[src/rtl/kvri_pkg.sv]
// Shared types, constants and codes of the k-vector range index.
`default_nettype none
package kvri_pkg;

  localparam int MAX_BINS     = 4096;
  localparam int MAX_VALUES   = 1048576;
  localparam int QUERY_MARGIN = 10737;

  localparam int VAL_W       = 32;
  localparam int IBW_W       = 40;
  localparam int BC_W        = 13;
  localparam int BIN_W       = $clog2(MAX_BINS + 1);
  localparam int CNT_W       = $clog2(MAX_VALUES + 1);
  localparam int TABLE_DEPTH = MAX_BINS + 1;
  localparam int APB_AW      = 5;
  localparam int APB_DW      = 64;

  // Register indexes, taken from paddr[4:3]
  localparam logic [1:0] REG_MIN_VALUE     = 2'd0;
  localparam logic [1:0] REG_MAX_VALUE     = 2'd1;
  localparam logic [1:0] REG_BIN_COUNT     = 2'd2;
  localparam logic [1:0] REG_INV_BIN_WIDTH = 2'd3;

  typedef enum logic [1:0] {
    ACT_INSERT = 2'd0,
    ACT_SEAL   = 2'd1,
    ACT_QUERY  = 2'd2,
    ACT_NOP    = 2'd3
  } action_t;

  typedef enum logic [1:0] {
    ST_OK       = 2'd0,
    ST_REJECT   = 2'd1,
    ST_EMPTY    = 2'd2,
    ST_UNSEALED = 2'd3
  } status_t;

  typedef struct packed {
    logic [VAL_W-1:0] min_value;
    logic [VAL_W-1:0] max_value;
    logic [BIN_W-1:0] eff_bins;
    logic [IBW_W-1:0] inv_bin_width;
  } cfg_t;

  typedef struct packed {
    logic             start;
    logic [VAL_W-1:0] distance;
  } bin_req_t;

  typedef struct packed {
    logic             done;
    logic [BIN_W-1:0] bin;
  } bin_rsp_t;

  typedef struct packed {
    logic             we;
    logic [BIN_W-1:0] addr;
    logic [CNT_W-1:0] data;
  } ram_wr_t;

endpackage
`default_nettype wire

[src/rtl/kvri_bin_unit.sv]
// Pipelined bin calculator: ceiling of distance times inverse bin width, saturated.
`default_nettype none
module kvri_bin_unit (
  input  logic               clk,
  input  logic               rst,
  input  kvri_pkg::bin_req_t req,
  input  kvri_pkg::cfg_t     cfg,
  output kvri_pkg::bin_rsp_t rsp
);

  logic [3:0]                 stage_v;
  logic [kvri_pkg::VAL_W-1:0] distance;
  logic [63:0]                prod_lo;
  logic [39:0]                prod_hi;
  logic [40:0]                mid;
  logic                       sticky;
  logic [kvri_pkg::BIN_W-1:0] bin;
  logic [27:0]                quot_ceil;
  logic [kvri_pkg::BIN_W-1:0] bin_next;

  always_ff @(posedge clk) begin
    if (rst) begin
      stage_v <= '0;
    end else begin
      stage_v <= {stage_v[2:0], req.start};
    end
  end

  // The 72-bit product is built from a 32x32 and a 32x8 partial product.
  always_ff @(posedge clk) begin
    if (req.start) begin
      distance <= req.distance;
    end
    prod_lo <= 64'(distance) * 64'(cfg.inv_bin_width[31:0]);
    prod_hi <= 40'(distance) * 40'(cfg.inv_bin_width[39:32]);
    mid     <= 41'(prod_lo[63:32]) + 41'(prod_hi);
    sticky  <= |prod_lo[31:0];
    bin     <= bin_next;
  end

  // Rounds up whenever any of the 46 fraction bits is set.
  always_comb begin
    quot_ceil = 28'(mid[40:14]) + 28'(sticky || (|mid[13:0]));
    if (quot_ceil > 28'(cfg.eff_bins)) begin
      bin_next = cfg.eff_bins;
    end else begin
      bin_next = kvri_pkg::BIN_W'(quot_ceil);
    end
  end

  assign rsp.done = stage_v[3];
  assign rsp.bin  = bin;

endmodule
`default_nettype wire

[config.mk]
export PLATFORM = sky130hd
export DESIGN_NAME = kvri_bin_unit
export DESIGN_NICKNAME = d
export VERILOG_FILES = /design/src/rtl/kvri_pkg.sv /design/src/rtl/kvri_bin_unit.sv
export SDC_FILE = /design/constraint.sdc
export NUM_CORES = 2
export LEC_CHECK = 0
export BUFFER_PORTS_ARGS = -buffer_cell sky130_fd_sc_hd__buf_2
export CORE_AREA = 5 5 334 336
export CTS_BUF_LIST = sky130_fd_sc_hd__clkbuf_4
export CTS_CLUSTER_SIZE = 14
export DETAILED_ROUTE_END_ITERATION = 8
export DIE_AREA = 0 0 339 341
export PLACE_DENSITY_LB_ADDON = 0.25
export SYNTH_ARGS = -nofsm -noshare
export SYNTH_HDL_FRONTEND = slang
export SYNTH_SLANG_ARGS = --single-unit
[constraint.sdc]
create_clock -name clk -period 10.41 [get_ports clk]
set_clock_uncertainty 0.05 [all_clocks]
set_input_delay 1.041 -clock clk [delete_from_list [all_inputs] [get_ports clk]]
set_output_delay 1.041 -clock clk [all_outputs]
set_load 0.01 [all_outputs]
==> results.yml <==
status:
  run_status: "finished clean"
synthesis:
  synth_top_area_share_pct: 44.7
  synthArstFlopShare_pct: 0
  synth_cell_types: 84
  synthesis.nets: 6803
  ys_ff_latch: 195
  postSynthCellCount: 5204
  synthTopCellsByArea: "fa_1, ha_1, and2_1"
  synth.cell_area_um2: 48200
  synth_warnings: 0
  synth_area_per_cell_um2: 9.26
  synth_largest_area_cell: "fa_1"
  synthTopCellsByCount: "fa_1, inv_1, and2_1, nand2_1, ha_1"
  yosysSeqAreaShare_pct: 8.77
  synth_edf_count: 32
  synth_most_common_cell: "fa_1"
  ys.flop_type: "dfxtp_1"
sta:
  rsz0062_at_grt: "no"
  slew_viol_final: 0
  period_share_pct: 84.7
  hold_viol_final: 0
  worstMarginPinSlew_ns: 1.12
  tns_ns: 0
  whs_ns: 0.298
  final-setup-viol-count: 0
  max_slew_margin_pct: 25.2
  timing.fmax_ghz: 0.113
  layout_min_cycle_time_ns: 8.82
global_route:
  grt_max_degree: 41
  grt_usage_pct: 22.1
  grt-ovfl-total: 0
  grt_pass1_vias: 36800
  antenna_found_initial: 12
  grt_pass1_wl_um: 204000
detailed_routing:
  drc: 0
  vias: 34200
  firstDrtPassIters: 5
  antenna_left: 0
  vias_per_cell: 5.24
  wl_um: 123000
  wire_per_inst_um: 18.9
  drt_iter0_markers: 2077
critical_path:
  arrival_ns: 9.39
  r2r_cells: 23
  critPathCaptureType: "flip-flop"
  cp_max_fo: 24
  cp-start-kind: "flip-flop"
  required_ns: 10.98
  crit_type: "reg -> reg"
clocking:
  clkTransAtPathRegs_ns: 0.30
  cts_tree: "built"
  clockBufferDepth: 2
  cts_num_sinks: 195
  insertion_delay_ns: 0.83
  cts_hold_buf: 0
  clock-root-buffer: "clkbuf_4"
  cts_setup_buffers: 0
  h-tree-depth: 4
  cts_resized: 0
  cts_inserted_buffers: 17
layout:
  syn2layout_area_growth_pct: 3.95
  instances_no_fill: 6525
  fillers: 10400
  nets: 6692
  drive_gt1_share_pct: 4.39
  fin_area_um2: 50100
floorplan:
  die_area_um2: 116000
  dieHeight_um: 341
  coreArea_um2: 108000
  die_w_um: 339
  rows: 121
  initial_core_util_pct: 44.5
  io_pins: 166
placement:
  routabilityCongestion: 0.859
  port-buffer-count: 101
  dp_hpwl_um: 98400
  place_area_um2: 49800
  placed_cells: 6488
run:
  drv_cap: 0
hold_path:
  min_path_cells: 1
  hold_class: "in -> reg"
final timing paths:
kind	to	from	slack, ns
worst min-delay path	distance[21]	req[21]	0.30
worst min register to register	mid[0]	prod_hi[0]	0.41
worst max register to register	prod_lo[53]	distance[18]	1.59
worst max-delay path	prod_lo[53]	distance[18]	1.59
registers in the layout, indices dropped and copies added (netlist names):
name / flops
mid: 41
bin: 13
prod_hi: 40
stage_v: 4
prod_lo: 64
distance: 32
sticky: 1
critical path, stage by stage (launching register included):
cell and delay (ns):
edfxtp_1 1.00, buf_4 0.50, and2_1 0.20, fa_1 0.44
fa_1 0.52, inv_1 0.05, fa_1 0.46, fa_1 0.53
inv_1 0.06, fa_1 0.55, fa_1 0.43, fa_1 0.49
inv_1 0.05, fa_1 0.52, inv_1 0.06, ha_1 0.38
and3_1 0.21, and2_1 0.18, a21oi_1 0.27, o221ai_1 0.21
a31oi_1 0.26, o21ai_2 0.16, a211o_1 0.36, o311ai_0 0.65
kinds of logic after synthesis:
kind of cell	after synthesis	share of synthesized area, %
AOI/OAI and AO/OA	434	6.03
and+or+nand+nor	1637	17.5
buffers and inverters	1333	10.4
xor gates and xnor gates	140	2.54
muxes	18	0.410
adders and majority gates	1447	54.4
DFF	195	8.77
per-layer routing:
| metal | vias to the layer above | global-route usage [%] | part of all wire [%] |
|---|---|---|---|
| li1 | 15300 | - | - |
| met1 | 17700 | 31.6 | 46 |
| met2 | 961 | 35.7 | 45 |
| met3 | 123 | 4.21 | 6.9 |
| met4 | 4 | 4.31 | 1.8 |
| met5 | - | 0 | 0.028 |
cell type report:
class                           count  area, µm²  share of cell area [%]
Antenna cell                        5       12.5                  0.0250
Clock buffer                       17        128                   0.255
Clock inverter                     15        178                   0.355
Inverter                         1058       3970                    7.93
Multi-Input combinational cell   3676      38900                    77.8
Sequential cell                   195       4220                    8.43
Tap cell                         1414       1770                    3.53
Timing Repair Buffer              145        861                    1.72
layout by cell type, fill, tap and decap left out, types with 20 or more instances in the layout:
master	Yosys	final
ha_1	370	370
dfxtp_1	163	163
a21o_1	76	76
buf_2	2	101
nand3_1	31	31
buf_4	1	42
edfxtp_1	32	32
xor2_1	46	46
and2_1	720	720
nand4_1	28	28
o21a_1	24	24
fa_1	1077	1077
nand2_1	662	662
xnor2_1	94	94
o21ai_0	64	64
nor3_1	27	27
inv_1	1058	1058
a21oi_1	134	134
o21bai_1	21	21
and3_1	20	20
nor2_1	67	67
stage by stage:
step                utilization, %  worst slack, ns
floorplan                        -             2.68
global placement              46.0             1.32
detailed placement            46.0             1.28
CTS                           46.3             1.61
global route                  46.3             1.23
finish                        46.3             1.59
Power is not shown: default switching activity piles up to over one toggle a cycle in this logic, so the estimate is an artifact.
