[config.mk]
export PLATFORM = sky130hd
export DESIGN_NAME = kvri_cfg_regs
export DESIGN_NICKNAME = d
export VERILOG_FILES = /design/src/rtl/kvri_pkg.sv /design/src/rtl/kvri_cfg_regs.sv
export SDC_FILE = /design/constraint.sdc
export NUM_CORES = 1
export LEC_CHECK = 0
export BUFFER_PORTS_ARGS = -buffer_cell sky130_fd_sc_hd__buf_2
export CAP_MARGIN = 10
export CORE_UTILIZATION = 44
export CTS_BUF_LIST = sky130_fd_sc_hd__clkbuf_8
export CTS_CLUSTER_SIZE = 24
export DETAILED_ROUTE_END_ITERATION = 12
export PLACE_DENSITY_LB_ADDON = 0.05
export SETUP_SLACK_MARGIN = 0.5
export SLEW_MARGIN = 20
export SYNTH_ARGS = -nofsm -noshare
export SYNTH_HDL_FRONTEND = slang
export SYNTH_SLANG_ARGS = --single-unit
[constraint.sdc]
create_clock -name clk -period 1.3 [get_ports clk]
set_clock_uncertainty 0.2 [all_clocks]
set_input_delay 0.065 -clock clk [delete_from_list [all_inputs] [get_ports clk]]
set_output_delay 0.065 -clock clk [all_outputs]
set_load 0.03 [all_outputs]
[src/rtl/kvri_pkg.sv]
// Shared types, constants and codes of the k-vector range index.
`default_nettype none
package kvri_pkg;

  localparam int MAX_BINS     = 4096;
  localparam int MAX_VALUES   = 1048576;
  localparam int QUERY_MARGIN = 10737;

  localparam int VAL_W       = 32;
  localparam int IBW_W       = 40;
  localparam int BC_W        = 13;
  localparam int BIN_W       = $clog2(MAX_BINS + 1);
  localparam int CNT_W       = $clog2(MAX_VALUES + 1);
  localparam int TABLE_DEPTH = MAX_BINS + 1;
  localparam int APB_AW      = 5;
  localparam int APB_DW      = 64;

  // Register indexes, taken from paddr[4:3]
  localparam logic [1:0] REG_MIN_VALUE     = 2'd0;
  localparam logic [1:0] REG_MAX_VALUE     = 2'd1;
  localparam logic [1:0] REG_BIN_COUNT     = 2'd2;
  localparam logic [1:0] REG_INV_BIN_WIDTH = 2'd3;

  typedef enum logic [1:0] {
    ACT_INSERT = 2'd0,
    ACT_SEAL   = 2'd1,
    ACT_QUERY  = 2'd2,
    ACT_NOP    = 2'd3
  } action_t;

  typedef enum logic [1:0] {
    ST_OK       = 2'd0,
    ST_REJECT   = 2'd1,
    ST_EMPTY    = 2'd2,
    ST_UNSEALED = 2'd3
  } status_t;

  typedef struct packed {
    logic [VAL_W-1:0] min_value;
    logic [VAL_W-1:0] max_value;
    logic [BIN_W-1:0] eff_bins;
    logic [IBW_W-1:0] inv_bin_width;
  } cfg_t;

  typedef struct packed {
    logic             start;
    logic [VAL_W-1:0] distance;
  } bin_req_t;

  typedef struct packed {
    logic             done;
    logic [BIN_W-1:0] bin;
  } bin_rsp_t;

  typedef struct packed {
    logic             we;
    logic [BIN_W-1:0] addr;
    logic [CNT_W-1:0] data;
  } ram_wr_t;

endpackage
`default_nettype wire

[src/rtl/kvri_cfg_regs.sv]
// APB register file holding the index configuration.
`default_nettype none
module kvri_cfg_regs (
  input  logic                        clk,
  input  logic                        rst,
  input  logic                        psel,
  input  logic                        penable,
  input  logic                        pwrite,
  input  logic [kvri_pkg::APB_AW-1:0] paddr,
  input  logic [kvri_pkg::APB_DW-1:0] pwdata,
  output logic [kvri_pkg::APB_DW-1:0] prdata,
  output logic                        pready,
  output kvri_pkg::cfg_t              cfg
);

  logic [kvri_pkg::VAL_W-1:0] min_value;
  logic [kvri_pkg::VAL_W-1:0] max_value;
  logic [kvri_pkg::BC_W-1:0]  bin_count;
  logic [kvri_pkg::IBW_W-1:0] inv_bin_width;
  logic [1:0]                 reg_index;
  logic                       wr_en;

  assign pready    = 1'b1;
  assign reg_index = paddr[4:3];
  assign wr_en     = psel && penable && pwrite && pready;

  always_ff @(posedge clk) begin
    if (rst) begin
      min_value     <= '0;
      max_value     <= 32'd3373259426;
      bin_count     <= kvri_pkg::BC_W'(4096);
      inv_bin_width <= kvri_pkg::IBW_W'(85445653);
    end else if (wr_en) begin
      unique case (reg_index)
        kvri_pkg::REG_MIN_VALUE:     min_value     <= pwdata[kvri_pkg::VAL_W-1:0];
        kvri_pkg::REG_MAX_VALUE:     max_value     <= pwdata[kvri_pkg::VAL_W-1:0];
        kvri_pkg::REG_BIN_COUNT:     bin_count     <= pwdata[kvri_pkg::BC_W-1:0];
        kvri_pkg::REG_INV_BIN_WIDTH: inv_bin_width <= pwdata[kvri_pkg::IBW_W-1:0];
        default:                     min_value     <= min_value;
      endcase
    end
  end

  always_comb begin
    unique case (reg_index)
      kvri_pkg::REG_MIN_VALUE:     prdata = kvri_pkg::APB_DW'(min_value);
      kvri_pkg::REG_MAX_VALUE:     prdata = kvri_pkg::APB_DW'(max_value);
      kvri_pkg::REG_BIN_COUNT:     prdata = kvri_pkg::APB_DW'(bin_count);
      kvri_pkg::REG_INV_BIN_WIDTH: prdata = kvri_pkg::APB_DW'(inv_bin_width);
      default:                     prdata = '0;
    endcase
  end

  // The bin count in use is held within one and MAX_BINS.
  always_comb begin
    cfg.min_value     = min_value;
    cfg.max_value     = max_value;
    cfg.inv_bin_width = inv_bin_width;
    if (bin_count == '0) begin
      cfg.eff_bins = kvri_pkg::BIN_W'(1);
    end else if (32'(bin_count) > kvri_pkg::MAX_BINS) begin
      cfg.eff_bins = kvri_pkg::BIN_W'(kvri_pkg::MAX_BINS);
    end else begin
      cfg.eff_bins = kvri_pkg::BIN_W'(bin_count);
    end
  end

endmodule
`default_nettype wire

==> results of run 1 <==
[layout make-up]
cell class                 count  area [sq um]
inverter                       8         30.03
clock buffer                  23         316.6
timing repair buffer         400          4378
clock inverter                 9         88.84
sequential                   117          2629
tap                          172         215.2
multi-input combinational    446          3787
fill                         540          1329
[per-stage QoR]
step | setup WS [ns] | power (uW) | TNS [ns]
6_report | -0.4438 | 8745 | -12.57
5_1_grt | -0.5069 | 9005 | -15.70
3_5_place_dp | -0.2154 | 4803 | -12.09
4_1_cts | -0.4290 | 8534 | -11.60
3_3_place_gp | -0.1348 | 4785 | -8.810
2_1_floorplan | 0.04216 | 4549 | 0
[power by group through the flow]
stage	Sequential, uW	Combinational (uW)	Clock, uW
after floorplan	3750	797	0
after global placement	3670	1110	0
after detailed placement	3680	1130	0
after CTS	3600	1510	3430
after global routing	3590	1780	3630
final	3590	1700	3450
[per-layer routing]
layer / wire (um) / track usage
met5: 0 / 0
met4: 902 / 0.1494
met3: 1188 / 0.07415
met2: 12560 / 0.5337
met1: 9504 / 0.3309
[cells in the final DEF, fill, tap and decap left out, types with 7 or more instances in the layout]
cell and instances:
sky130_fd_sc_hd__buf_6 263, sky130_fd_sc_hd__mux2i_1 96, sky130_fd_sc_hd__nand2b_1 82, sky130_fd_sc_hd__dfxtp_2 61, sky130_fd_sc_hd__dfxtp_4 56, sky130_fd_sc_hd__buf_2 40
sky130_fd_sc_hd__buf_4 38, sky130_fd_sc_hd__nor2_1 35, sky130_fd_sc_hd__o21ai_2 34, sky130_fd_sc_hd__o21ai_1 29, sky130_fd_sc_hd__dlygate4sd3_1 29, sky130_fd_sc_hd__conb_1 25
sky130_fd_sc_hd__clkbuf_8 23, sky130_fd_sc_hd__nor2b_4 20, sky130_fd_sc_hd__nand2_1 18, sky130_fd_sc_hd__nor2_2 15, sky130_fd_sc_hd__buf_12 14, sky130_fd_sc_hd__mux4_2 13
sky130_fd_sc_hd__inv_1 13, sky130_fd_sc_hd__mux2i_2 11, sky130_fd_sc_hd__nand2b_4 10, sky130_fd_sc_hd__nor2b_1 10, sky130_fd_sc_hd__and3_4 8, sky130_fd_sc_hd__or3_4 7
[what timing repair did]
item,CTS,global route
pin swaps,31,36
resized for setup,459,148
hold endpoints to repair,117,49
buffers inserted,47,55
setup endpoints to repair,273,274
cloned,9,2
[sequential cells by signal, summed over array words and instances, names as in the netlist]
| register | flops |
|---|---|
| inv_bin_width | 40 |
| max_value | 32 |
| min_value | 32 |
| bin_count | 13 |
[cell families (layout without fill, tap and decap cells)]
kind of cell           Yosys count  count (layout)  share of synthesized area
other                            2              25                   0.001291
muxes                          122             122                     0.2378
DFF                            117             117                     0.4026
buffers and inverters           84             440                    0.08193
AOI/OAI and AO/OA               74              74                    0.06387
and+or+nand+nor                224             225                     0.2125
[how the worst min path moves through the flow]
| stage | start | to | slack [ns] |
|---|---|---|---|
| 3_5_place_dp | pwdata[17] | min_value[17] | 0.14 |
| 2_1_floorplan | pwdata[30] | inv_bin_width[30] | -0.004 |
| 3_3_place_gp | pwdata[16] | min_value[16] | 0.13 |
| 4_1_cts | pwdata[32] | inv_bin_width[32] | -0.29 |
| 6_report | pwdata[39] | inv_bin_width[39] | -0.27 |
| 5_1_grt | pwdata[35] | inv_bin_width[35] | -0.26 |
[worst reg2reg max path: cells and delay by family (launching register included)]
| kind | cells | cell delay (ns) |
|---|---|---|
| flip-flops | 1 | 0.33 |
| AND/OR/NAND/NOR | 1 | 0.12 |
| AO/OA/AOI/OAI | 2 | 0.16 |
| buffers and inverters | 3 | 0.32 |
==> results.txt, run 1 <==
----------------------------------------------------
[Pwr]
  Sequential cell fraction of total power ... 0.410
  Total power per unit cell area ... about 760 nW/um^2
  Leakage ... 0.005035 uW
  Combinational share of power ... 0.195
  Clock power share ... 0.395
  Internal power contribution ... 6313 uW
  Switch share ... 0.2781
  P_sw ... 2432 uW
  Peak supply drop ... 0.5461 mV

[Worst setup path]
  Kind of start point of the critical path ... flip-flop
  Worst r2r src ... inv_bin_width[6]
  Crit path arrival time ... around 1.5 ns
  Number of cell instances on the worst register-to-register path ... 6
  Required arrival time at the worst endpoint ... approximately 1 ns
  Reg2Reg Setup Slack ... 0.06 ns
  Worst Path Buf+Inv ... 1
  CP max FO ... 3
  Cell depth of the worst setup path ... 2
  End point of the critical path ... prdata[12]
  Cell type group with the largest total delay on the critical path ... multiplexers
  CP max stage cell ... sky130_fd_sc_hd__mux4_2
  CP cell instances ... mux4_2, buf_6
  Critical path start-end classification ... flip-flop to output pin
  Reg2Reg Capture Point ... inv_bin_width[6]
  CP startpoint ... bin_count[12]
  Crit end category ... output pin
  Peak per-stage delay on the critical path ... 0.50 ns

[Flow run]
  Count of max-cap constraint violations ... 0

[Placement]
  Post-Place Cell Area ... about 7700 sq um
  HPWL after DPL ... around 12000 um
  DP Cell Count ... ~1000
  Final weighted congestion in routability-driven placement ... 0.7697
  Count of input and output buffers ... slightly above 200

[Drt]
  Count of vias placed by the detailed router ... just over 6000
  Iter 0 DRT Violations ... 332
  Count of antenna-violating nets left after detailed routing ... 0
  DRC Markers ... 0
  Routed wirelength normalized by instance count ... between 20 and 25 um
  Final Routed Wirelength ... ~24000 um
  Routed vias/inst ... 5.296
  DRT Pass-1 Iters ... 4

[Hold path]
  Min-Delay Path Depth ... 4
  Classification of the worst-slack hold path ... primary input to flip-flop

[Synthesis]
  Biggest area contributors in the synthesized netlist ... sky130_fd_sc_hd__dfxtp_1 (40%), sky130_fd_sc_hd__mux2i_1 (19%), sky130_fd_sc_hd__nand2b_1 (9.9%)
  Post-synth top flop ... sky130_fd_sc_hd__dfxtp_1
  Biggest area consumer among synthesized cells ... sky130_fd_sc_hd__dfxtp_1
  Syn. warnings ... 0
  Mean instance size in the synthesized netlist ... about 9.3 sq um
  Library cells used by synthesis ... 30
  Commonest cells in the netlist ... sky130_fd_sc_hd__dfxtp_1 (117), sky130_fd_sc_hd__mux2i_1 (109), sky130_fd_sc_hd__nand2b_1 (92)
  Portion of the post-synthesis area used by sequential elements ... 0.4026
  Most repeated cell in the gate-level netlist after synthesis ... sky130_fd_sc_hd__dfxtp_1
  Post-Synthesis Cells ... approximately 620
  Cell area after synthesis ... 5818 sq um
  Async set-or-reset flop fraction in the synthesized netlist ... 0
  Area fraction of the dominant cell type after synthesis ... 0.4026
  Count of flip-flops with a built-in enable after synthesis ... 0
  Total of flip-flops plus latches after synthesis ... around 120

[GRT]
  Antenna violations before repair ... 0
  First-pass GRT wire length ... roughly 31000 um
  Largest net degree at the start of global routing ... 62
  GRT Util Overall ... 0.2989
  Grt ovf ... 0
  Vias in the first global route ... slightly below 6000

[CTS]
  CTS root buffer ... sky130_fd_sc_hd__clkbuf_8
  Clock edge transition at the registers on the reported setup and hold paths ... 0.07 ns
  Clock buffer count from CTS ... 17
  Largest buffer count on any clock path ... 2
  Number of buffers added to fix hold violations after cts ... 29
  H-tree level count ... 4
  Sink count of the clock tree ... 117
  Clock tree from TritonCTS ... yes
  Clock latency reported for the late side of the worst-skew pair ... around 0.44 ns

[STA]
  Number of pins exceeding their max-slew limit in the final report ... 0
  Count of endpoints failing hold in the final timing report ... 45
  Final worst-path setup slack ... -0.4438 ns
  Unrepaired setup endpoints after global routing ... true
  Final min period ... between 1.5 and 2 ns
  Tightest hold margin ... -0.2674 ns
  Maximum clock rate ... approximately 570 MHz
  Final critical-path share of the clock period ... 1.341
  Count of final setup violators ... 87

[Cells and area]
  Final core utilization ... 0.8960
  Post-Layout Inst Area ... 11440 sq um
  Post-Layout Cell Count ... 1175
  Diode count ... 0
  Final net count ... between 1000 and 1500
  Layout cell share with drive strength beyond 1 ... 0.6570
  Synthesis-to-finish area growth ... 96.71%

[Floorplanning]
  Die span in x ... roughly 120 um
  DIE AREA ... between 10000 and 15000 sq um
  Starting utilization of the core area ... 0.4555
  Top-level port count ... approximately 260
  Core Rows ... a little over 40
  Y dimension of the die ... between 100 and 150 um
  Std-Cell Core Area ... approximately 13000 sq um

[Status]
  Failing checks ... hold timing, setup timing
  Status ... finished, violations left

----------------------------------------------------
No activity file was read; power rests on OpenSTA's default activity.
==> inputs of run 2 (changes only) <==
- CORE_MARGIN: unset -> 2
- RECOVER_POWER: unset -> 50
==> results.txt, run 2 (synthesis gave the netlist of run 1 again) <==
----------------------------------------------------
[Floorplanning]
  Core Rows ... between 40 and 50
  DIE AREA ... 14160 sq um
  Y dimension of the die ... roughly 120 um
  Std-Cell Core Area ... 13090 sq um
  Starting utilization of the core area ... 0.4446
  Top-level port count ... about 260
  Die span in x ... roughly 120 um

[STA]
  Count of endpoints failing hold in the final timing report ... 37
  Maximum clock rate ... slightly below 600 MHz
  Number of pins exceeding their max-slew limit in the final report ... 0
  Final critical-path share of the clock period ... 1.335
  Final worst-path setup slack ... -0.4356 ns
  Post-Route Setup TNS ... -14.13 ns
  Unrepaired setup endpoints after global routing ... true
  Tightest hold margin ... -0.2767 ns
  Count of final setup violators ... 99
  Final min period ... 1.736 ns

[CTS]
  Largest buffer count on any clock path ... 2
  Clock tree from TritonCTS ... yes
  Number of buffers added to fix hold violations after cts ... 27
  CTS root buffer ... sky130_fd_sc_hd__clkbuf_8
  Clock latency reported for the late side of the worst-skew pair ... about 0.44 ns
  Sink count of the clock tree ... 117
  Clock buffer count from CTS ... 17
  H-tree level count ... 4
  Clock edge transition at the registers on the reported setup and hold paths ... 0.07 ns

[Pwr]
  Leakage ... approximately 0.0048 uW
  Switch share ... 0.2867
  Total power per unit cell area ... ~780 nW/um^2
  P_sw ... between 2000 and 2500 uW
  Combinational share of power ... 0.184
  Sequential cell fraction of total power ... 0.417
  Clock power share ... 0.399
  Internal power contribution ... 6136 uW
  Peak supply drop ... approximately 0.52 mV

[Worst setup path]
  Kind of start point of the critical path ... flip-flop
  CP max stage cell ... sky130_fd_sc_hd__dfxtp_2
  Cell type group with the largest total delay on the critical path ... simple AND/OR/NAND/NOR gates
  Crit path arrival time ... about 1.5 ns
  Crit end category ... output pin
  Peak per-stage delay on the critical path ... ~0.35 ns
  CP max FO ... 4
  CP cell instances ... nor3_1, a31oi_1, nor2_2, buf_6
  Worst Path Buf+Inv ... 1
  Critical path start-end classification ... flip-flop to output pin
  Required arrival time at the worst endpoint ... 1.03 ns
  Reg2Reg Setup Slack ... 0.12 ns

[Cells and area]
  Final net count ... between 1000 and 1500
  Largest register by flop count ... inv_bin_width
  Largest register FFs ... 40
  Post-Layout Inst Area ... approximately 11000 sq um
  Commonest cells after routing, fill and taps aside ... sky130_fd_sc_hd__buf_6 (252), sky130_fd_sc_hd__mux2i_1 (94), sky130_fd_sc_hd__nand2b_1 (82)
  Final core utilization ... 0.8430
  Top Registers ... inv_bin_width x40, max_value x32, min_value x32
  Layout cell share with drive strength beyond 1 ... 0.6244
  Synthesis-to-finish area growth ... 89.59%
  Post-Layout Cell Count ... between 1000 and 1500
  Most frequent standard cell in the layout excluding fill and tap cells ... sky130_fd_sc_hd__buf_6

[Drt]
  DRT Pass-1 Iters ... 5
  Topmost layer with routed signal wires ... met4
  Final Routed Wirelength ... approximately 23000 um
  Met2 wirelength from detailed routing ... around 12000 um
  Count of antenna-violating nets left after detailed routing ... 0
  Routed vias/inst ... 5.157
  Routed wirelength normalized by instance count ... a little under 20 um
  Iter 0 DRT Violations ... roughly 320
  Count of vias placed by the detailed router ... between 5000 and 6000
  Met3 routed wirelength ... 1057 um
  Post-Route M1 WL ... between 8000 and 9000 um
  DRC Markers ... 0

[GRT]
  Antenna violations before repair ... 1
  First-pass GRT wire length ... roughly 31000 um
  Largest net degree at the start of global routing ... 56
  GRT Util Overall ... 0.2777
  Grt ovf ... 0
  Vias in the first global route ... ~6000

[Placement]
  Post-Place Cell Area ... 7759 sq um
  Final weighted congestion in routability-driven placement ... about 0.8
  DP Worst Slack ... -0.1890 ns
  HPWL after DPL ... 11810 um
  Count of input and output buffers ... about 200
  DP Cell Count ... around 1000

[Flow run]
  Count of max-cap constraint violations ... 0

[Hold path]
  Classification of the worst-slack hold path ... primary input to flip-flop

[Status]
  Failing checks ... hold timing, setup timing
  Status ... finished, violations left

----------------------------------------------------
run 2: cell count changes in the layout (fill, tap and decap cells not counted), moves of 5 or more:
cell | before | now
sky130_fd_sc_hd__nor2_4 | 4 | 10
sky130_fd_sc_hd__o21ai_2 | 34 | 27
sky130_fd_sc_hd__buf_6 | 263 | 252
sky130_fd_sc_hd__clkbuf_8 | 23 | 17
sky130_fd_sc_hd__nor2_1 | 35 | 40
sky130_fd_sc_hd__clkbuf_4 | 0 | 7
sky130_fd_sc_hd__clkinvlp_4 | 0 | 5
sky130_fd_sc_hd__buf_4 | 38 | 21
sky130_fd_sc_hd__clkbuf_1 | 0 | 7
sky130_fd_sc_hd__o21ai_1 | 29 | 36
sky130_fd_sc_hd__nor2_2 | 15 | 4
run 2: final cells by class:
type	count	area (sq um)
Timing Repair Buffer	383	4036
Multi-Input combinational cell	445	3712
Sequential cell	117	2629
Fill cell	671	2054
Clock buffer	17	234.0
Tap cell	176	220.2
Clock inverter	15	166.4
Inverter	8	30.03
Antenna cell	1	2.502
run 2: worst paths after layout:
check	depth (start not counted)	from	to
setup reg to reg	5	bin_count[12]	bin_count[12]
setup / recovery	4	bin_count[8]	cfg[40]
hold reg to reg	2	inv_bin_width[32]	inv_bin_width[32]
hold / removal	4	pwdata[35]	inv_bin_width[35]
run 2: worst register-to-register path: cells and delay by family, from the launching register on:
family        cells  cell delay (ns)
simple gates      1             0.06
buf+inv           3             0.39
mux               1             0.06
flops             1             0.36
run 2: what timing repair did:
item                                    4_1_cts  5_1_grt
cloned                                        4        0
endpoints found under the hold margin       117       61
buffers inserted                             45       57
pin swaps                                    29       21
endpoints found under the setup margin      274      274
gates resized for setup                     455      142
run 2: power by group through the flow:
stage                     logic [uW]  clock network (uW)  registers, uW
after floorplan                  797                   0           3750
after global placement          1140                   0           3680
after detailed placement        1150                   0           3680
after CTS                       1470                3480           3600
after global routing            1660                3630           3590
final                           1580                3430           3590
run 2: layer usage:
metal | GRT usage | vias to the layer above
li1 | - | 2765
met1 | 0.3277 | 2947
met2 | 0.4860 | 229
met3 | 0.05987 | 51
met4 | 0.1176 | 0
met5 | 0 | -
run 2: stage by stage:
| step | power [uW] | hold slack (ns) |
|---|---|---|
| global placement | 4815 | 0.1310 |
| CTS | 8547 | -0.2929 |
| detailed placement | 4831 | 0.1389 |
| finish | 8603 | -0.2767 |
| floorplan | 4549 | -0.003503 |
| global route | 8878 | -0.2807 |
